$ cat config.mk
export PLATFORM = sky130hd
export DESIGN_NAME = bbea_mean
export DESIGN_NICKNAME = d
export VERILOG_FILES = /design/src/hdl/bbea_pkg.sv /design/src/hdl/bbea_mean.sv
export SDC_FILE = /design/constraint.sdc
export NUM_CORES = 1
export LEC_CHECK = 0
export BUFFER_PORTS_ARGS = -buffer_cell sky130_fd_sc_hd__buf_2
export CAP_MARGIN = 20
export CORE_ASPECT_RATIO = 0.9
export CORE_MARGIN = 2
export CORE_UTILIZATION = 29
export DETAILED_ROUTE_END_ITERATION = 10
export SYNTH_ARGS = -nofsm -noshare
export SYNTH_HDL_FRONTEND = slang
export SYNTH_SLANG_ARGS = --single-unit
$ cat constraint.sdc
create_clock -name vclk -period 12.1
set_input_delay 1.815 -clock vclk [all_inputs]
set_output_delay 1.815 -clock vclk [all_outputs]
set_load 0.02 [all_outputs]
$ cat src/hdl/bbea_pkg.sv
`timescale 1ns / 1ps
// Shared types, constants and the reciprocal table of the edge-aware 3x3 box blur.
// Used by every module of the block but bbea_ram; depends on nothing else.

package bbea_pkg;

    localparam int MAX_WIDTH_DEF = 1024;

    localparam int FW_W       = 11;
    localparam int FH_W       = 12;
    localparam int CFG_IDX_W  = 1;
    localparam int CFG_DATA_W = 12;

    localparam logic [CFG_IDX_W-1:0] REG_FRAME_WIDTH  = 1'b0;
    localparam logic [CFG_IDX_W-1:0] REG_FRAME_HEIGHT = 1'b1;

    localparam logic [FW_W-1:0] FW_RESET = 11'd640;
    localparam logic [FH_W-1:0] FH_RESET = 12'd480;

    localparam int CH_W        = 8;
    localparam int SUM_W       = 12;
    localparam int CNT_W       = 4;
    localparam int NUM_W       = SUM_W + 1;
    localparam int RECIP_W     = 18;
    localparam int RECIP_SHIFT = 18;
    localparam int PROD_W      = NUM_W + RECIP_W;

    localparam int FIFO_DEPTH  = 16;

    typedef struct packed {
        logic [CH_W-1:0] red;
        logic [CH_W-1:0] green;
        logic [CH_W-1:0] blue;
    } pixel_t;

    typedef struct packed {
        logic [SUM_W-1:0] red;
        logic [SUM_W-1:0] green;
        logic [SUM_W-1:0] blue;
    } sum_t;

    typedef struct packed {
        pixel_t pix;
        logic   last;
        logic   fend;
    } result_t;

    // Per-item control carried down the pipeline: masks select the window cells
    // that lie inside the frame for the first (a) and second (b) result.
    typedef struct packed {
        logic       wr;
        logic       va;
        logic       vb;
        logic       last_a;
        logic       fend_a;
        logic [2:0] rowm;
        logic [2:0] cola;
        logic [2:0] colb;
    } ctrl_t;

    // ceil(2^18 / (2*count)); exact for numerators up to 2*9*255+9.
    function automatic logic [RECIP_W-1:0] recip(input logic [CNT_W-1:0] count);
        logic [RECIP_W-1:0] m;
        case (count)
            4'd2:    m = 18'd65536;
            4'd3:    m = 18'd43691;
            4'd4:    m = 18'd32768;
            4'd5:    m = 18'd26215;
            4'd6:    m = 18'd21846;
            4'd7:    m = 18'd18725;
            4'd8:    m = 18'd16384;
            4'd9:    m = 18'd14564;
            default: m = 18'd131072;
        endcase
        return m;
    endfunction

endpackage

$ cat src/hdl/bbea_mean.sv
`timescale 1ns / 1ps
// Rounded mean (2*sum+count)/(2*count) per channel by reciprocal multiplication.
// Depends on bbea_pkg.

module bbea_mean (
    input  bbea_pkg::sum_t             sums,
    input  logic [bbea_pkg::CNT_W-1:0] count,
    output bbea_pkg::pixel_t           mean
);

    logic [bbea_pkg::RECIP_W-1:0] m;
    logic [bbea_pkg::NUM_W-1:0]   num_r, num_g, num_b;
    logic [bbea_pkg::PROD_W-1:0]  prod_r, prod_g, prod_b;

    always_comb
    begin
        m      = bbea_pkg::recip(count);
        num_r  = {sums.red, 1'b0} + bbea_pkg::NUM_W'(count);
        num_g  = {sums.green, 1'b0} + bbea_pkg::NUM_W'(count);
        num_b  = {sums.blue, 1'b0} + bbea_pkg::NUM_W'(count);
        prod_r = bbea_pkg::PROD_W'(num_r) * bbea_pkg::PROD_W'(m);
        prod_g = bbea_pkg::PROD_W'(num_g) * bbea_pkg::PROD_W'(m);
        prod_b = bbea_pkg::PROD_W'(num_b) * bbea_pkg::PROD_W'(m);
        mean.red   = prod_r[bbea_pkg::RECIP_SHIFT +: bbea_pkg::CH_W];
        mean.green = prod_g[bbea_pkg::RECIP_SHIFT +: bbea_pkg::CH_W];
        mean.blue  = prod_b[bbea_pkg::RECIP_SHIFT +: bbea_pkg::CH_W];
    end

endmodule

==> impl_metrics.py <==
metrics = {
    "logic_synthesis": {
        "ys_seq_area_share_pct": 0,
        "yosysTopAreaCell": "fa_1",
        "netlist.area_leader.share_pct": 50.89,
        "yosys_warnings": 0,
        "synthTopCellsByArea": "fa_1, inv_1, ha_1",
        "avgSynthCellArea_um2": 8.342,
        "yosysMostFrequentCell": "inv_1",
        "synth_area_um2": 19830,
        "syn_inst": 2377,
        "ys_types": 60,
        "yosys-top-cells-count": "inv_1, fa_1, nand2_1",
        "synth_fp_nets": 3088,
    },
    "floorplanning": {
        "die-area_um2": 70480,
        "die-width_um": 279.6,
        "ios": 64,
        "die_h_um": 252.1,
        "start_util_pct": 29.44,
        "core_um2": 67340,
        "row_count": 90,
    },
    "power_and_ir_drop": {
        "power_density_nw_per_um2": 91.87,
        "power.leakage_uw": 0.01098,
        "swShare_pct": 61.71,
        "power_frac_comb_pct": 100.0,
        "internal_power_uw": 750.5,
        "pwr-share-clk_pct": 0,
        "p_sw_uw": 1210,
        "max-vdd-ir-drop_v": 0.0001619,
        "seqPwrFrac_pct": 0,
    },
    "detailed_routing": {
        "finalWirelength_mm": 54.74,
        "vias_per_cell": 4.676,
        "drc": 0,
        "firstDrtPassIters": 5,
        "vias": 15350,
        "drtAntennaViolNets": 0,
        "avgRoutedWirePerCell_um": 16.68,
        "drtIter0Drc": 1051,
    },
    "critical_path": {
        "required_ns": 10.28,
        "critPathCaptureType": "output port",
        "crit_type": "primary input to output port",
        "cp_max_fo": 10,
        "cp.depth": 23,
        "cp.buffers_inverters": 5,
        "path_delay_family": "adder cells",
        "cp_slowest_stage_delay_ns": 0.78,
        "critPathLaunchType": "primary input",
        "crit_path_cell_trace": "buf_2 -> ha_1 -> fa_1 -> a21oi_1 -> nor2_1 -> xor2_1 -> nand2_1 -> fa_1 -> inv_1 -> fa_1 -> fa_1 -> fa_1 -> inv_1 -> fa_1 -> inv_1 -> ha_1 -> or4_1 -> a221o_1 -> a21oi_1 -> a211oi_4 -> a221oi_1 -> xnor2_1 -> buf_2",
        "crit_top_cell": "fa_1",
        "worstPathArrival_ns": 9.16,
        "cp_slowest_cell": "xor2_1",
    },
    "hold_path": {
        "holdPathStages": 6,
        "hold_class": "primary input to output port",
    },
    "finish": {
        "nNetsFinal": 3120,
        "multi_input_area_um2": 17230,
        "fin_cells": 3282,
        "design.seq.count": 0,
        "area_delta_synth_final_pct": 7.610,
        "final_layout_size_suffix_gt1_share_pct": 5.526,
        "area.sequential_um2": 0,
        "nFillCells": 7187,
        "clock_buffer_count": 0,
        "final_util_pct": 31.69,
    },
    "global_route": {
        "grt_pass1_vias": 15740,
        "grt_pass1_wl_mm": 89.38,
        "gr-total-overflow": 0,
        "grtUsageTotal_pct": 16.17,
        "antenna_found_initial": 3,
        "grt_max_degree": 38,
    },
    "run": {
        "maxCapViolCount": 0,
    },
    "cts": {
        "cts.repair.resized": 0,
        "postCtsSetupBuffers": 0,
        "ctsHoldBuffers": 0,
    },
    "place": {
        "dpl.cell_count": 3280,
        "place_congestion": 0.8971,
        "portBuffers": 64,
        "dp_hpwl_mm": 46.41,
        "dp_slack_ns": 1.241,
    },
    "timing": {
        "hold_violations": 0,
        "tightest_slew_ns": 1.104,
        "setup_ws_ns": 1.126,
        "drv_slew": 0,
        "grt_setup_unrepaired": "no",
        "period_share_pct": 90.69,
        "tns_ns": 0,
        "max-slew-margin-rel_pct": 26.31,
        "max_freq_mhz": 91.13,
        "setup_viol": 0,
        "finalCriticalPeriod_ns": 10.97,
    },
    "run_status": {
        "status": "finished, final reports clean",
    },
}
tightest hold or removal path, stage by stage:
cell and delay, ns:
buf_2 0.16, xnor2_1 0.20, nand2_1 0.13, xnor2_1 0.13, xnor3_1 0.20, buf_2 0.16
power groups by stage:
stage               clock network, uW  logic, uW  registers (uW)
CTS                                 0       1980               0
floorplan                           0       1430               0
finish                      0.0000111       1960               0
detailed placement                  0       1960               0
global placement                    0       1950               0
global route                0.0000111       2240               0
stage by stage:
stage / hold slack (ns) / total power (uW) / cell area (um2)
after floorplan: 4.150 / 1432 / 19830
after global placement: 4.586 / 1952 / 21330
after detailed placement: 4.585 / 1962 / 21330
after CTS: 4.592 / 1978 / 21330
after global routing: 4.685 / 2241 / 21340
final: 4.609 / 1960 / 21340
path summary, 6_finish.rpt:
check             startpoint        to  slack (ns)
hold / removal      sums[11]   mean[7]        4.61
setup / recovery    count[1]  mean[23]        1.13
layer usage:
metal  global-route usage [%]  routed length (um)  share of wire [%]
met1                    23.24               24190                 44
met5                        0                  18              0.033
met4                    3.239                1262                2.3
met2                    26.25               25370                 46
met3                    1.908                3902                7.1
final cells by class:
type / instances / area share (%)
well taps: 874 / 5.125
inverters: 612 / 10.77
repair buffers: 117 / 3.366
diodes: 1 / 0.01173
multi-input cells: 1678 / 80.73
placed cells by master (no fill, tap or decap), drive strengths merged, types with 3 or more instances in the layout:
master | Yosys | routed
fa | 504 | 504
nand2 | 447 | 447
o21a | 5 | 5
or3 | 3 | 3
nor3 | 7 | 7
a21o | 25 | 25
a31oi | 6 | 6
o21bai | 3 | 3
o22ai | 4 | 4
xor2 | 32 | 32
ha | 167 | 167
inv | 612 | 612
nor2 | 205 | 205
nor2b | 8 | 8
nor4b | 3 | 3
o211ai | 3 | 3
o21ai | 33 | 33
or4 | 5 | 5
a21oi | 47 | 47
nand3 | 16 | 16
and3 | 11 | 11
mux2i | 3 | 3
nand4 | 8 | 8
xnor2 | 52 | 52
buf | 1 | 117
xnor3 | 5 | 5
nand2b | 15 | 15
and2 | 31 | 31
kinds of logic (layout without fill, tap and decap cells):
logic type	after synthesis	in the layout	synth area share, %
xor gates and xnor gates	89	89	4.316
AOI/OAI and AO/OA	148	148	4.745
other	0	1	0
adders and majority gates	671	671	61.42
buffers and inverters	699	729	13.24
muxes	3	3	0.1515
and+or+nand+nor	767	767	16.12
(Power assumes the default switching activity.)
