===== config.mk =====
export PLATFORM = sky130hd
export DESIGN_NAME = bbea_win_sum
export DESIGN_NICKNAME = d
export VERILOG_FILES = /design/src/hdl/bbea_pkg.sv /design/src/hdl/bbea_win_sum.sv
export SDC_FILE = /design/constraint.sdc
export NUM_CORES = 1
export LEC_CHECK = 0
export BUFFER_PORTS_ARGS = -buffer_cell sky130_fd_sc_hd__buf_2
export CORE_MARGIN = 5
export CORE_UTILIZATION = 50
export DETAILED_ROUTE_END_ITERATION = 6
export PLACE_DENSITY = 0.75
export SLEW_MARGIN = 5
export SYNTH_ARGS = -nofsm -noshare
export SYNTH_HDL_FRONTEND = slang
export SYNTH_SLANG_ARGS = --single-unit

===== constraint.sdc =====
create_clock -name vclk -period 18.2
set_clock_uncertainty 0.1 [all_clocks]
set_input_delay 3.64 -clock vclk [all_inputs]
set_output_delay 3.64 -clock vclk [all_outputs]
set_load 0.02 [all_outputs]

===== src/hdl/bbea_pkg.sv =====
`timescale 1ns / 1ps
// Shared types, constants and the reciprocal table of the edge-aware 3x3 box blur.
// Used by every module of the block but bbea_ram; depends on nothing else.

package bbea_pkg;

    localparam int MAX_WIDTH_DEF = 1024;

    localparam int FW_W       = 11;
    localparam int FH_W       = 12;
    localparam int CFG_IDX_W  = 1;
    localparam int CFG_DATA_W = 12;

    localparam logic [CFG_IDX_W-1:0] REG_FRAME_WIDTH  = 1'b0;
    localparam logic [CFG_IDX_W-1:0] REG_FRAME_HEIGHT = 1'b1;

    localparam logic [FW_W-1:0] FW_RESET = 11'd640;
    localparam logic [FH_W-1:0] FH_RESET = 12'd480;

    localparam int CH_W        = 8;
    localparam int SUM_W       = 12;
    localparam int CNT_W       = 4;
    localparam int NUM_W       = SUM_W + 1;
    localparam int RECIP_W     = 18;
    localparam int RECIP_SHIFT = 18;
    localparam int PROD_W      = NUM_W + RECIP_W;

    localparam int FIFO_DEPTH  = 16;

    typedef struct packed {
        logic [CH_W-1:0] red;
        logic [CH_W-1:0] green;
        logic [CH_W-1:0] blue;
    } pixel_t;

    typedef struct packed {
        logic [SUM_W-1:0] red;
        logic [SUM_W-1:0] green;
        logic [SUM_W-1:0] blue;
    } sum_t;

    typedef struct packed {
        pixel_t pix;
        logic   last;
        logic   fend;
    } result_t;

    // Per-item control carried down the pipeline: masks select the window cells
    // that lie inside the frame for the first (a) and second (b) result.
    typedef struct packed {
        logic       wr;
        logic       va;
        logic       vb;
        logic       last_a;
        logic       fend_a;
        logic [2:0] rowm;
        logic [2:0] cola;
        logic [2:0] colb;
    } ctrl_t;

    // ceil(2^18 / (2*count)); exact for numerators up to 2*9*255+9.
    function automatic logic [RECIP_W-1:0] recip(input logic [CNT_W-1:0] count);
        logic [RECIP_W-1:0] m;
        case (count)
            4'd2:    m = 18'd65536;
            4'd3:    m = 18'd43691;
            4'd4:    m = 18'd32768;
            4'd5:    m = 18'd26215;
            4'd6:    m = 18'd21846;
            4'd7:    m = 18'd18725;
            4'd8:    m = 18'd16384;
            4'd9:    m = 18'd14564;
            default: m = 18'd131072;
        endcase
        return m;
    endfunction

endpackage


===== src/hdl/bbea_win_sum.sv =====
`timescale 1ns / 1ps
// Masked per-channel sum and cell count over the 3x3 window.
// Depends on bbea_pkg.

module bbea_win_sum (
    input  bbea_pkg::pixel_t            win [3][3],
    input  logic [2:0]                  colm,
    input  logic [2:0]                  rowm,
    output bbea_pkg::sum_t              sums,
    output logic [bbea_pkg::CNT_W-1:0]  count
);

    always_comb
    begin
        sums  = '0;
        count = '0;
        for (int c = 0; c < 3; c++)
        begin
            for (int r = 0; r < 3; r++)
            begin
                if (colm[c] && rowm[r])
                begin
                    sums.red   = sums.red   + bbea_pkg::SUM_W'(win[c][r].red);
                    sums.green = sums.green + bbea_pkg::SUM_W'(win[c][r].green);
                    sums.blue  = sums.blue  + bbea_pkg::SUM_W'(win[c][r].blue);
                    count      = count + bbea_pkg::CNT_W'(1);
                end
            end
        end
    end

endmodule


==> run summary <==
### Outcome
* **run status** complete, no violations

### Synth
* **Synth Area in Compound Gates** 31.50%
* **cell count after synthesis** 1701
* **parity-gate share of the synthesized area counting xor and xnor cells** 11.45%
* **sequential area share after synthesis** 0%
* **multiplexer fraction of the synthesized cell area** 6.398%
* **number of distinct library cell variants in the gate-level netlist after synthesis** 75
* **adder-cell share of the synthesized area** 25.38%
* **Avg Cell Area, Syn** 6.933 um^2
* **count of warnings emitted by yosys** 0
* **dominant combinational cell family by area after synthesis** compound AO/OA/AOI/OAI gates
* **post-synthesis instance area** 11790 um^2
* **Post-Syn Nets** 2147
* **basic-gate share of the synthesized area counting and, or, nand and nor cells** 19.31%

### Detailed routing
* **post-detailed-route via-to-cell ratio** 5.671
* **total wirelength of the detailed-routed design** 34880 um
* **average detailed-routed wire length per instance** 15.52 um
* **remaining antenna violation count** 0
* **length of the first detailed-routing pass in iterations** 5
* **DRC violation count after routing** 0
* **number of DRC markers in iteration 0** 892
* **vias post-DR** 12740

### Global routing
* **overflow left after global routing** 0
* **number of global-route vias before repair** 12140
* **global router's overall resource usage** 24.93%
* **global-route wire length before repair** 56820 um
* **initial antenna violation count** 11
* **maximum number of pins on one net before global-route repair** 41

### Pwr
* **sequential cell fraction of total power** 0%
* **worst voltage drop across the vdd grid** 0.06209 mV
* **cell internal pwr** 366.9 uW
* **switching power as a share of total power** 56.00%
* **static leakage** 0.006542 uW
* **logic gate share of total power** 100.0%
* **Power per Cell Area** 62.13 nW/um^2
* **clock network fraction of design power** 0%
* **net switching power of the design** 466.9 uW

### Placement
* **placed insts** 2242
* **number of buffers added on ports** 262
* **gp weighted congestion** 0.9160
* **placed inst area** 13400 um^2
* **HPWL after detailed placement** 29970 um

### Layout
* **commonest cells after routing, fill and taps aside** sky130_fd_sc_hd__buf_2, sky130_fd_sc_hd__ha_1, sky130_fd_sc_hd__nor2_1
* **Layout Area Growth over Synthesis** 13.80%
* **FFs & Latches** 0
* **area occupied by registers** 0 um^2
* **Post-Layout Cell Count** 2247
* **layout net count** 2371
* **FILL cells** 2288
* **area of all placed cells without fillers** 13420 um^2
* **layout clock buffer count** 0
* **leading cell type in the layout, fill and taps excluded** sky130_fd_sc_hd__buf_2
* **fraction of layout instances using a drive strength above 1** 18.77%

### STA
* **setup repair after global routing missed its margin** no
* **Setup TNS Final** 0 ns
* **Worst-Margin Slew** 1.092 ns
* **Max transition margin** 26.31%
* **final count of negative-setup-slack endpoints** 0
* **Slew Limit Fails** 0
* **final critical-path required period** 17.22 ns
* **fin crit share** 94.64%
* **hold violation count in the final report** 0
* **Fmax achieved** 58.06 MHz

### Worst setup path
* **Most Frequent Cell on Critical Path** sky130_fd_sc_hd__ha_1
* **type of destination of the critical path** output pin
* **kind of critical path** primary input to output pin
* **slowest CP cell** sky130_fd_sc_hd__or4_1
* **Data arrival, critical path** 13.48 ns
* **crit path launch type** primary input
* **source of the critical timing path** rowm[0]
* **Worst EP required** 14.46 ns
* **CP max FO** 31
* **slowest stage delay, CP** 0.49 ns

### Job
* **count of max-cap constraint violations** 0

### Clocking
* **CTS resizes** 0
* **postcts setup bufs** 0
* **number of hold-repair buffers added at the cts stage** 0

### Floorplan
* **chip width** 163.6 um
* **standard cell core area** 23330 um^2
* **io pins** 262
* **Initial Utilization** 50.54%
* **number of core rows** 56
* **height of the die** 163.6 um
* **die outline area** 26760 um^2

### Worst hold path
* **launch instance of the worst min-delay path** win[0]
* **worst hold path cell count** 4
* **end point of the worst hold path** sums[0]
* **class of the most critical hold timing path** primary input to output pin

-- per-layer routing --
metal | global-route usage [%] | up-vias | part of all wire, %
li1 | - | 6567 | -
met1 | 34.33 | 5742 | 48
met2 | 41.70 | 362 | 44
met3 | 3.760 | 58 | 6.4
met4 | 4.613 | 14 | 2.2
met5 | 0 | - | 0.22
-- power by group through the flow --
stage / clock network (uW) / registers [uW] / logic [uW]
finish: 0.0000368 / 0 / 834
global route: 0.0000294 / 0 / 939
CTS: 0 / 0 / 830
detailed placement: 0 / 0 / 825
global placement: 0 / 0 / 798
floorplan: 0 / 0 / 645
-- metrics by stage --
stage / power [uW] / utilization [%] / worst slack (ns) / hold WS [ns]
after detailed placement: 824.6 / 57.42 / 0.6754 / 7.658
after global routing: 939.0 / 57.51 / 0.09105 / 7.680
after CTS: 829.9 / 57.42 / 0.6708 / 7.660
final: 833.7 / 57.52 / 0.9761 / 7.652
after global placement: 798.1 / 57.42 / 1.037 / 7.646
after floorplan: 644.8 / - / 1.546 / 7.479
-- cell families (layout without fill, tap and decap cells) --
| family | count (synthesis) | after routing |
|---|---|---|
| compound gates | 575 | 575 |
| xor+xnor | 149 | 149 |
| fa+ha+maj | 225 | 225 |
| buf+inv | 185 | 407 |
| mux | 69 | 69 |
| other cells | 0 | 5 |
| simple gates | 498 | 498 |
-- layout make-up --
cell class,instances,area [um^2],share of cell area [%]
timing repair buffer,276,1421,10.59
inverter,131,491.7,3.664
tap,319,399.1,2.974
multi-input combinational,1516,11100,82.68
antenna,5,12.51,0.09323
-- how the worst max path moves through the flow --
stage | to | cells past startpoint
final | sums[23] | 51
after CTS | sums[23] | 54
after global routing | sums[23] | 51
after detailed placement | sums[23] | 54
after floorplan | sums[23] | 52
after global placement | sums[23] | 54
-- worst max-delay path, delay by kind of cell --
kind | cells | cell delay (ns)
AO/OA/AOI/OAI | 21 | 3.19
adder cells (fa/ha/maj) | 9 | 2.71
XOR/XNOR | 2 | 0.24
multiplexers | 1 | 0.29
buffers and inverters | 4 | 0.58
AND/OR/NAND/NOR | 14 | 2.77
-- synthesized netlist by cell type, types with 8 or more instances --
cell type                    n  area share [%]
sky130_fd_sc_hd__nor3_1     33             1.4
sky130_fd_sc_hd__o31a_1     17             1.3
sky130_fd_sc_hd__inv_1     130             4.1
sky130_fd_sc_hd__mux2_2     51             4.9
sky130_fd_sc_hd__o21a_1     46             2.9
sky130_fd_sc_hd__and2_1     12            0.64
sky130_fd_sc_hd__a211oi_1   32             2.0
sky130_fd_sc_hd__nor2b_1    44             2.3
sky130_fd_sc_hd__a21o_1     49             3.1
sky130_fd_sc_hd__xnor2_1   111             8.2
sky130_fd_sc_hd__a31oi_1    16            0.85
sky130_fd_sc_hd__nor2_1    176             5.6
sky130_fd_sc_hd__a21boi_0    9            0.57
sky130_fd_sc_hd__o21bai_1   24             1.5
sky130_fd_sc_hd__or2_2       8            0.42
sky130_fd_sc_hd__and3_1     23             1.2
sky130_fd_sc_hd__o211ai_1   14            0.89
sky130_fd_sc_hd__fa_1       24             4.1
sky130_fd_sc_hd__nand2b_1   12            0.64
sky130_fd_sc_hd__o31ai_1    14            0.89
sky130_fd_sc_hd__ha_1      200              21
sky130_fd_sc_hd__clkbuf_1   42             1.3
sky130_fd_sc_hd__nand3_1    21            0.89
sky130_fd_sc_hd__o21ai_0   155             6.6
sky130_fd_sc_hd__a22oi_1     9            0.57
sky130_fd_sc_hd__xor2_1     32             2.4
sky130_fd_sc_hd__nand2_1   144             4.6
sky130_fd_sc_hd__a21oi_1   130             5.5
sky130_fd_sc_hd__mux2i_1    18             1.5
Note: power is estimated with default switching activity, not from simulation.
