<file path="src/hdl/bbea_pkg.sv">
`timescale 1ns / 1ps
// Shared types, constants and the reciprocal table of the edge-aware 3x3 box blur.
// Used by every module of the block but bbea_ram; depends on nothing else.

package bbea_pkg;

    localparam int MAX_WIDTH_DEF = 1024;

    localparam int FW_W       = 11;
    localparam int FH_W       = 12;
    localparam int CFG_IDX_W  = 1;
    localparam int CFG_DATA_W = 12;

    localparam logic [CFG_IDX_W-1:0] REG_FRAME_WIDTH  = 1'b0;
    localparam logic [CFG_IDX_W-1:0] REG_FRAME_HEIGHT = 1'b1;

    localparam logic [FW_W-1:0] FW_RESET = 11'd640;
    localparam logic [FH_W-1:0] FH_RESET = 12'd480;

    localparam int CH_W        = 8;
    localparam int SUM_W       = 12;
    localparam int CNT_W       = 4;
    localparam int NUM_W       = SUM_W + 1;
    localparam int RECIP_W     = 18;
    localparam int RECIP_SHIFT = 18;
    localparam int PROD_W      = NUM_W + RECIP_W;

    localparam int FIFO_DEPTH  = 16;

    typedef struct packed {
        logic [CH_W-1:0] red;
        logic [CH_W-1:0] green;
        logic [CH_W-1:0] blue;
    } pixel_t;

    typedef struct packed {
        logic [SUM_W-1:0] red;
        logic [SUM_W-1:0] green;
        logic [SUM_W-1:0] blue;
    } sum_t;

    typedef struct packed {
        pixel_t pix;
        logic   last;
        logic   fend;
    } result_t;

    // Per-item control carried down the pipeline: masks select the window cells
    // that lie inside the frame for the first (a) and second (b) result.
    typedef struct packed {
        logic       wr;
        logic       va;
        logic       vb;
        logic       last_a;
        logic       fend_a;
        logic [2:0] rowm;
        logic [2:0] cola;
        logic [2:0] colb;
    } ctrl_t;

    // ceil(2^18 / (2*count)); exact for numerators up to 2*9*255+9.
    function automatic logic [RECIP_W-1:0] recip(input logic [CNT_W-1:0] count);
        logic [RECIP_W-1:0] m;
        case (count)
            4'd2:    m = 18'd65536;
            4'd3:    m = 18'd43691;
            4'd4:    m = 18'd32768;
            4'd5:    m = 18'd26215;
            4'd6:    m = 18'd21846;
            4'd7:    m = 18'd18725;
            4'd8:    m = 18'd16384;
            4'd9:    m = 18'd14564;
            default: m = 18'd131072;
        endcase
        return m;
    endfunction

endpackage

</file>
<file path="src/hdl/bbea_out_fifo.sv">
`timescale 1ns / 1ps
// Result queue that takes up to two results per cycle and hands out one when the reader pops.
// Depends on bbea_pkg.

module bbea_out_fifo #(
    parameter int DEPTH = 16
) (
    input  logic                       clk,
    input  logic                       rst_n,
    input  logic                       push_a,
    input  bbea_pkg::result_t          data_a,
    input  logic                       push_b,
    input  bbea_pkg::result_t          data_b,
    input  logic                       pop,
    output logic                       not_empty,
    output bbea_pkg::result_t          head_data,
    output logic [$clog2(DEPTH+1)-1:0] count
);

    localparam int PW = $clog2(DEPTH);
    localparam int CW = $clog2(DEPTH + 1);

    bbea_pkg::result_t mem_reg [DEPTH];
    logic [PW-1:0]     head_reg, head_next;
    logic [PW-1:0]     tail_reg, tail_next;
    logic [CW-1:0]     count_reg, count_next;
    bbea_pkg::result_t first, second;
    logic              two;
    logic [CW-1:0]     n_push;

    always_comb
    begin
        two    = push_a && push_b;
        first  = push_a ? data_a : data_b;
        second = data_b;
        n_push = CW'(push_a) + CW'(push_b);
        tail_next  = tail_reg + PW'(n_push);
        head_next  = pop ? head_reg + PW'(1) : head_reg;
        count_next = count_reg + n_push - CW'(pop);
    end

    always_ff @(posedge clk)
    begin
        if (push_a || push_b)
        begin
            mem_reg[tail_reg] <= first;
        end
        if (two)
        begin
            mem_reg[tail_reg + PW'(1)] <= second;
        end
    end

    always_ff @(posedge clk or negedge rst_n)
    begin
        if (!rst_n)
        begin
            head_reg  <= '0;
            tail_reg  <= '0;
            count_reg <= '0;
        end
        else
        begin
            head_reg  <= head_next;
            tail_reg  <= tail_next;
            count_reg <= count_next;
        end
    end

    assign not_empty = (count_reg != '0);
    assign head_data = mem_reg[head_reg];
    assign count     = count_reg;

endmodule

</file>
<file path="config.mk">
export PLATFORM = sky130hd
export DESIGN_NAME = bbea_out_fifo
export DESIGN_NICKNAME = d
export VERILOG_FILES = /design/src/hdl/bbea_pkg.sv /design/src/hdl/bbea_out_fifo.sv
export SDC_FILE = /design/constraint.sdc
export NUM_CORES = 1
export LEC_CHECK = 0
export ABC_CLOCK_PERIOD_IN_PS = 3700
export BUFFER_PORTS_ARGS = -buffer_cell sky130_fd_sc_hd__buf_2
export CAP_MARGIN = 40
export CORE_MARGIN = 1
export CORE_UTILIZATION = 35
export CTS_CLUSTER_SIZE = 28
export DETAILED_ROUTE_END_ITERATION = 8
export SETUP_SLACK_MARGIN = 0.05
export SLEW_MARGIN = 20
export SYNTH_ARGS = -nofsm -noshare
export SYNTH_HDL_FRONTEND = slang
export SYNTH_SLANG_ARGS = --single-unit
</file>
<file path="constraint.sdc">
create_clock -name clk -period 3.7 [get_ports clk]
set_input_delay 0.74 -clock clk [delete_from_list [all_inputs] [get_ports clk]]
set_output_delay 0.74 -clock clk [all_outputs]
set_load 0.01 [all_outputs]
</file>
==> results.md <==
Status
- **outcome** completed

Worst setup path
- **Worst R2R Path Depth** 5
- **Arrival @ worst endpoint** 2720 ps
- **required time reported for the critical path endpoint** 2960 ps
- **path type of the worst setup path** flop to output port
- **kind of launch point of the worst setup path** flop
- **critical path capture point type** output port
- **highest net fanout along the worst path** 24

Placement
- **half-perimeter wire length after placement** 38200 um
- **Routability Congestion** 0.794
- **pre-CTS setup slack** 650 ps
- **count of buffers inserted at the top-level ports** 88
- **placed insts** 2520

Synth
- **Synth Register Bits** 429
- **Yosys warning count** 0
- **synthesized area per cell** 11.9 um^2
- **Synth Net Count** 1846
- **combined area of all synthesized cells** 21200 um^2
- **Post-Synthesis Cells** 1775
- **proportion of synthesized chip area in sequential cells** 60.6%
- **count of different cell masters after synthesis** 35

Clock network
- **clock transition at the registers of the reported paths** 60 ps
- **depth of the CTS H-tree** 2
- **Inserted Clock Buffers** 43
- **cell at the root of the clock tree** sky130_fd_sc_hd__clkbuf_16
- **maximum buffer depth of the clock tree** 3
- **clock insertion delay at the later pin of the skew report** 560 ps
- **PostCTS Resize Cnt** 0
- **CTS sink count** 429
- **clock tree from TritonCTS** done

STA
- **count of pins over their slew limit** 0
- **Post-Route Skew** 23.7 ps
- **setup violation total in the final timing report** 0
- **worst setup slack after layout** 244 ps
- **Achievable Freq** 289 MHz
- **worst hold slack across all endpoints** 92.8 ps
- **unrepaired setup endpoints after global routing** no
- **min cycle time layout** 3460 ps
- **period utilisation layout** 93.4%
- **Tightest Pin Transition** 722 ps
- **worst slew slack as a fraction of its limit** 50.5%
- **Final Hold Fails** 0

GRT
- **overall overflow remaining after global route** 0
- **first-pass GRT wire length** 92300 um
- **total global-route track usage** 20.7%
- **number of global-route vias before repair** 13900
- **largest net degree at the start of global routing** 53
- **antenna violations before repair** 0

Floorplan
- **horizontal die dimension** 248 um
- **floorplan row count** 89
- **placeable core region** 59400 um^2
- **top-level I/O count** 89
- **die outline area** 61400 um^2
- **overall die height** 248 um
- **initial cell density of the core** 35.6%

Run
- **max-cap check violation count** 0

Layout
- **Layout Cells excl Fill** 2601
- **final core utilization** 40.8%
- **Fillers** 5445
- **fraction of final layout cells with drive strength greater than 1** 20.7%
- **flip-flop count of the largest register, all copies and words added** 416
- **Storage cell area** 12800 um^2
- **synthesis-to-finish area growth** 14.6%
- **Nets** 1865
- **multi-input gate area in the final layout** 7560 um^2

Power
- **static leakage power** 0.00855 uW
- **Final Total Pwr** 17500 uW
- **worst-case vdd ir drop** 355 uV
- **total power divided by cell area** 721 nW/um^2

Route
- **number of search-and-repair iterations in the first detailed-routing pass** 6
- **vias per std cell** 5.68
- **Routed WL per cell** 24.5 um
- **total number of vias** 14800
- **final wirelength** 63800 um
- **number of antenna-violating nets in the routed design** 0
- **Residual DRC** 0
- **first-iteration detailed-routing DRC count** 1991

Hold path
- **worst min path class** primary input to asynchronous set/reset pin

==> path summary, 6_finish.rpt <==
check                            start              to  slack (ps)
min in group clk                   pop     head_reg[0]         510
min reg2reg                   count[0]        count[0]         540
max in group asynchronous        rst_n     head_reg[1]        3310
min                              rst_n        count[0]          90
max                        head_reg[0]   head_data[22]         240
max reg2reg                tail_reg[2]  mem_reg[6][20]        1160
==> placed cells by master (no fill, tap or decap), types with 5 or more instances in the layout <==
master and n:
sky130_fd_sc_hd__clkinv_1 10, sky130_fd_sc_hd__dfrtp_1 11, sky130_fd_sc_hd__nand2_1 30, sky130_fd_sc_hd__xnor2_1 5
sky130_fd_sc_hd__buf_2 88, sky130_fd_sc_hd__nor2b_4 7, sky130_fd_sc_hd__edfxtp_1 416, sky130_fd_sc_hd__buf_12 25
sky130_fd_sc_hd__a21oi_1 419, sky130_fd_sc_hd__clkbuf_16 44, sky130_fd_sc_hd__ha_1 12, sky130_fd_sc_hd__buf_4 63
sky130_fd_sc_hd__inv_1 15, sky130_fd_sc_hd__nor2_1 417, sky130_fd_sc_hd__clkbuf_1 10, sky130_fd_sc_hd__a22oi_1 53
sky130_fd_sc_hd__nand2_2 10, sky130_fd_sc_hd__clkinv_2 8, sky130_fd_sc_hd__mux2i_1 27, sky130_fd_sc_hd__mux4_2 104
==> metrics by stage <==
step | setup TNS, ps | instance area [um^2]
final | 0 | 24200
after global routing | 0 | 24200
after CTS | 0 | 24200
after detailed placement | 0 | 22900
after global placement | 0 | 22800
after floorplan | -12040 | 21200
==> worst max-delay path, stage by stage, from the launching register on <==
cell and delay (ps):
sky130_fd_sc_hd__dfrtp_4 480, sky130_fd_sc_hd__buf_12 260, sky130_fd_sc_hd__buf_12 230, sky130_fd_sc_hd__mux4_2 530, sky130_fd_sc_hd__a22oi_1 370, sky130_fd_sc_hd__nand2_1 130
sky130_fd_sc_hd__buf_2 160
==> cells in the mapped netlist <==
cell / number / area (um^2)
sky130_fd_sc_hd__inv_1: 15 / 56.3
sky130_fd_sc_hd__buf_4: 3 / 22.5
sky130_fd_sc_hd__nor3b_1: 5 / 37.5
sky130_fd_sc_hd__or3_1: 1 / 6.26
sky130_fd_sc_hd__o31ai_1: 1 / 7.51
sky130_fd_sc_hd__mux2i_1: 27 / 270
sky130_fd_sc_hd__fa_1: 2 / 40.0
sky130_fd_sc_hd__nor2_1: 421 / 1580
sky130_fd_sc_hd__nand2_1: 40 / 150
sky130_fd_sc_hd__or4_1: 1 / 7.51
sky130_fd_sc_hd__mux4_2: 104 / 2340
sky130_fd_sc_hd__or4b_2: 1 / 10.0
sky130_fd_sc_hd__nor3_1: 5 / 25.0
sky130_fd_sc_hd__nand2b_1: 1 / 6.26
sky130_fd_sc_hd__buf_2: 35 / 175
sky130_fd_sc_hd__o21bai_1: 1 / 7.51
sky130_fd_sc_hd__or3b_1: 1 / 8.76
sky130_fd_sc_hd__nor2b_1: 9 / 56.3
sky130_fd_sc_hd__a22oi_1: 53 / 398
sky130_fd_sc_hd__clkbuf_1: 149 / 559
sky130_fd_sc_hd__o21ai_0: 1 / 5.00
sky130_fd_sc_hd__ha_1: 12 / 150
sky130_fd_sc_hd__nand3_1: 2 / 10.0
sky130_fd_sc_hd__and3b_1: 2 / 17.5
sky130_fd_sc_hd__buf_6: 11 / 124
sky130_fd_sc_hd__and2_1: 2 / 12.5
sky130_fd_sc_hd__xor2_1: 4 / 35.0
sky130_fd_sc_hd__xnor2_1: 5 / 43.8
sky130_fd_sc_hd__buf_1: 7 / 26.3
sky130_fd_sc_hd__edfxtp_1: 416 / 12500
sky130_fd_sc_hd__nand4_1: 3 / 18.8
sky130_fd_sc_hd__a21o_1: 2 / 15.0
sky130_fd_sc_hd__dfrtp_1: 13 / 325
sky130_fd_sc_hd__mux2_2: 1 / 11.3
sky130_fd_sc_hd__a21oi_1: 419 / 2100
==> where the power goes <==
part	internal [uW]	switching [uW]	total (uW)
clock	2400	1880	4270
sequential	6400	393	6800
combinational	2580	3830	6410
==> layer usage <==
| layer | track usage (%) | vias to the layer above | wire length [um] |
|---|---|---|---|
| met5 | 0 | - | 0 |
| met4 | 5.94 | 0 | 1770 |
| met3 | 3.71 | 116 | 6290 |
| met2 | 33.7 | 804 | 30700 |
| met1 | 28.2 | 7287 | 25000 |
| li1 | - | 6554 | - |
==> cell families after synthesis <==
kind of cell    after synthesis  synth area share [%]
buf+inv                     220                  4.56
fa+ha+maj                    14                 0.899
simple gates                494                  9.20
mux                         132                  12.4
flops                       429                  60.6
compound gates              477                  12.0
xor+xnor                      9                 0.373
==> repair_timing <==
| item | 4_1_cts | 5_1_grt |
|---|---|---|
| buffers inserted | 0 | 2 |
| setup endpoints to repair | 0 | 5 |
| hold buffers | 0 | 0 |
==> final cells by class <==
cell class | instances | area share [%]
repair buffers | 179 | 6.11
clock inverters | 24 | 0.831
clock buffers | 54 | 4.70
flip-flops and latches | 429 | 52.9
multi-input cells | 1126 | 31.2
diodes | 1 | 0.0103
well taps | 773 | 3.99
inverters | 15 | 0.232
Power figures use the tool's default switching activity.
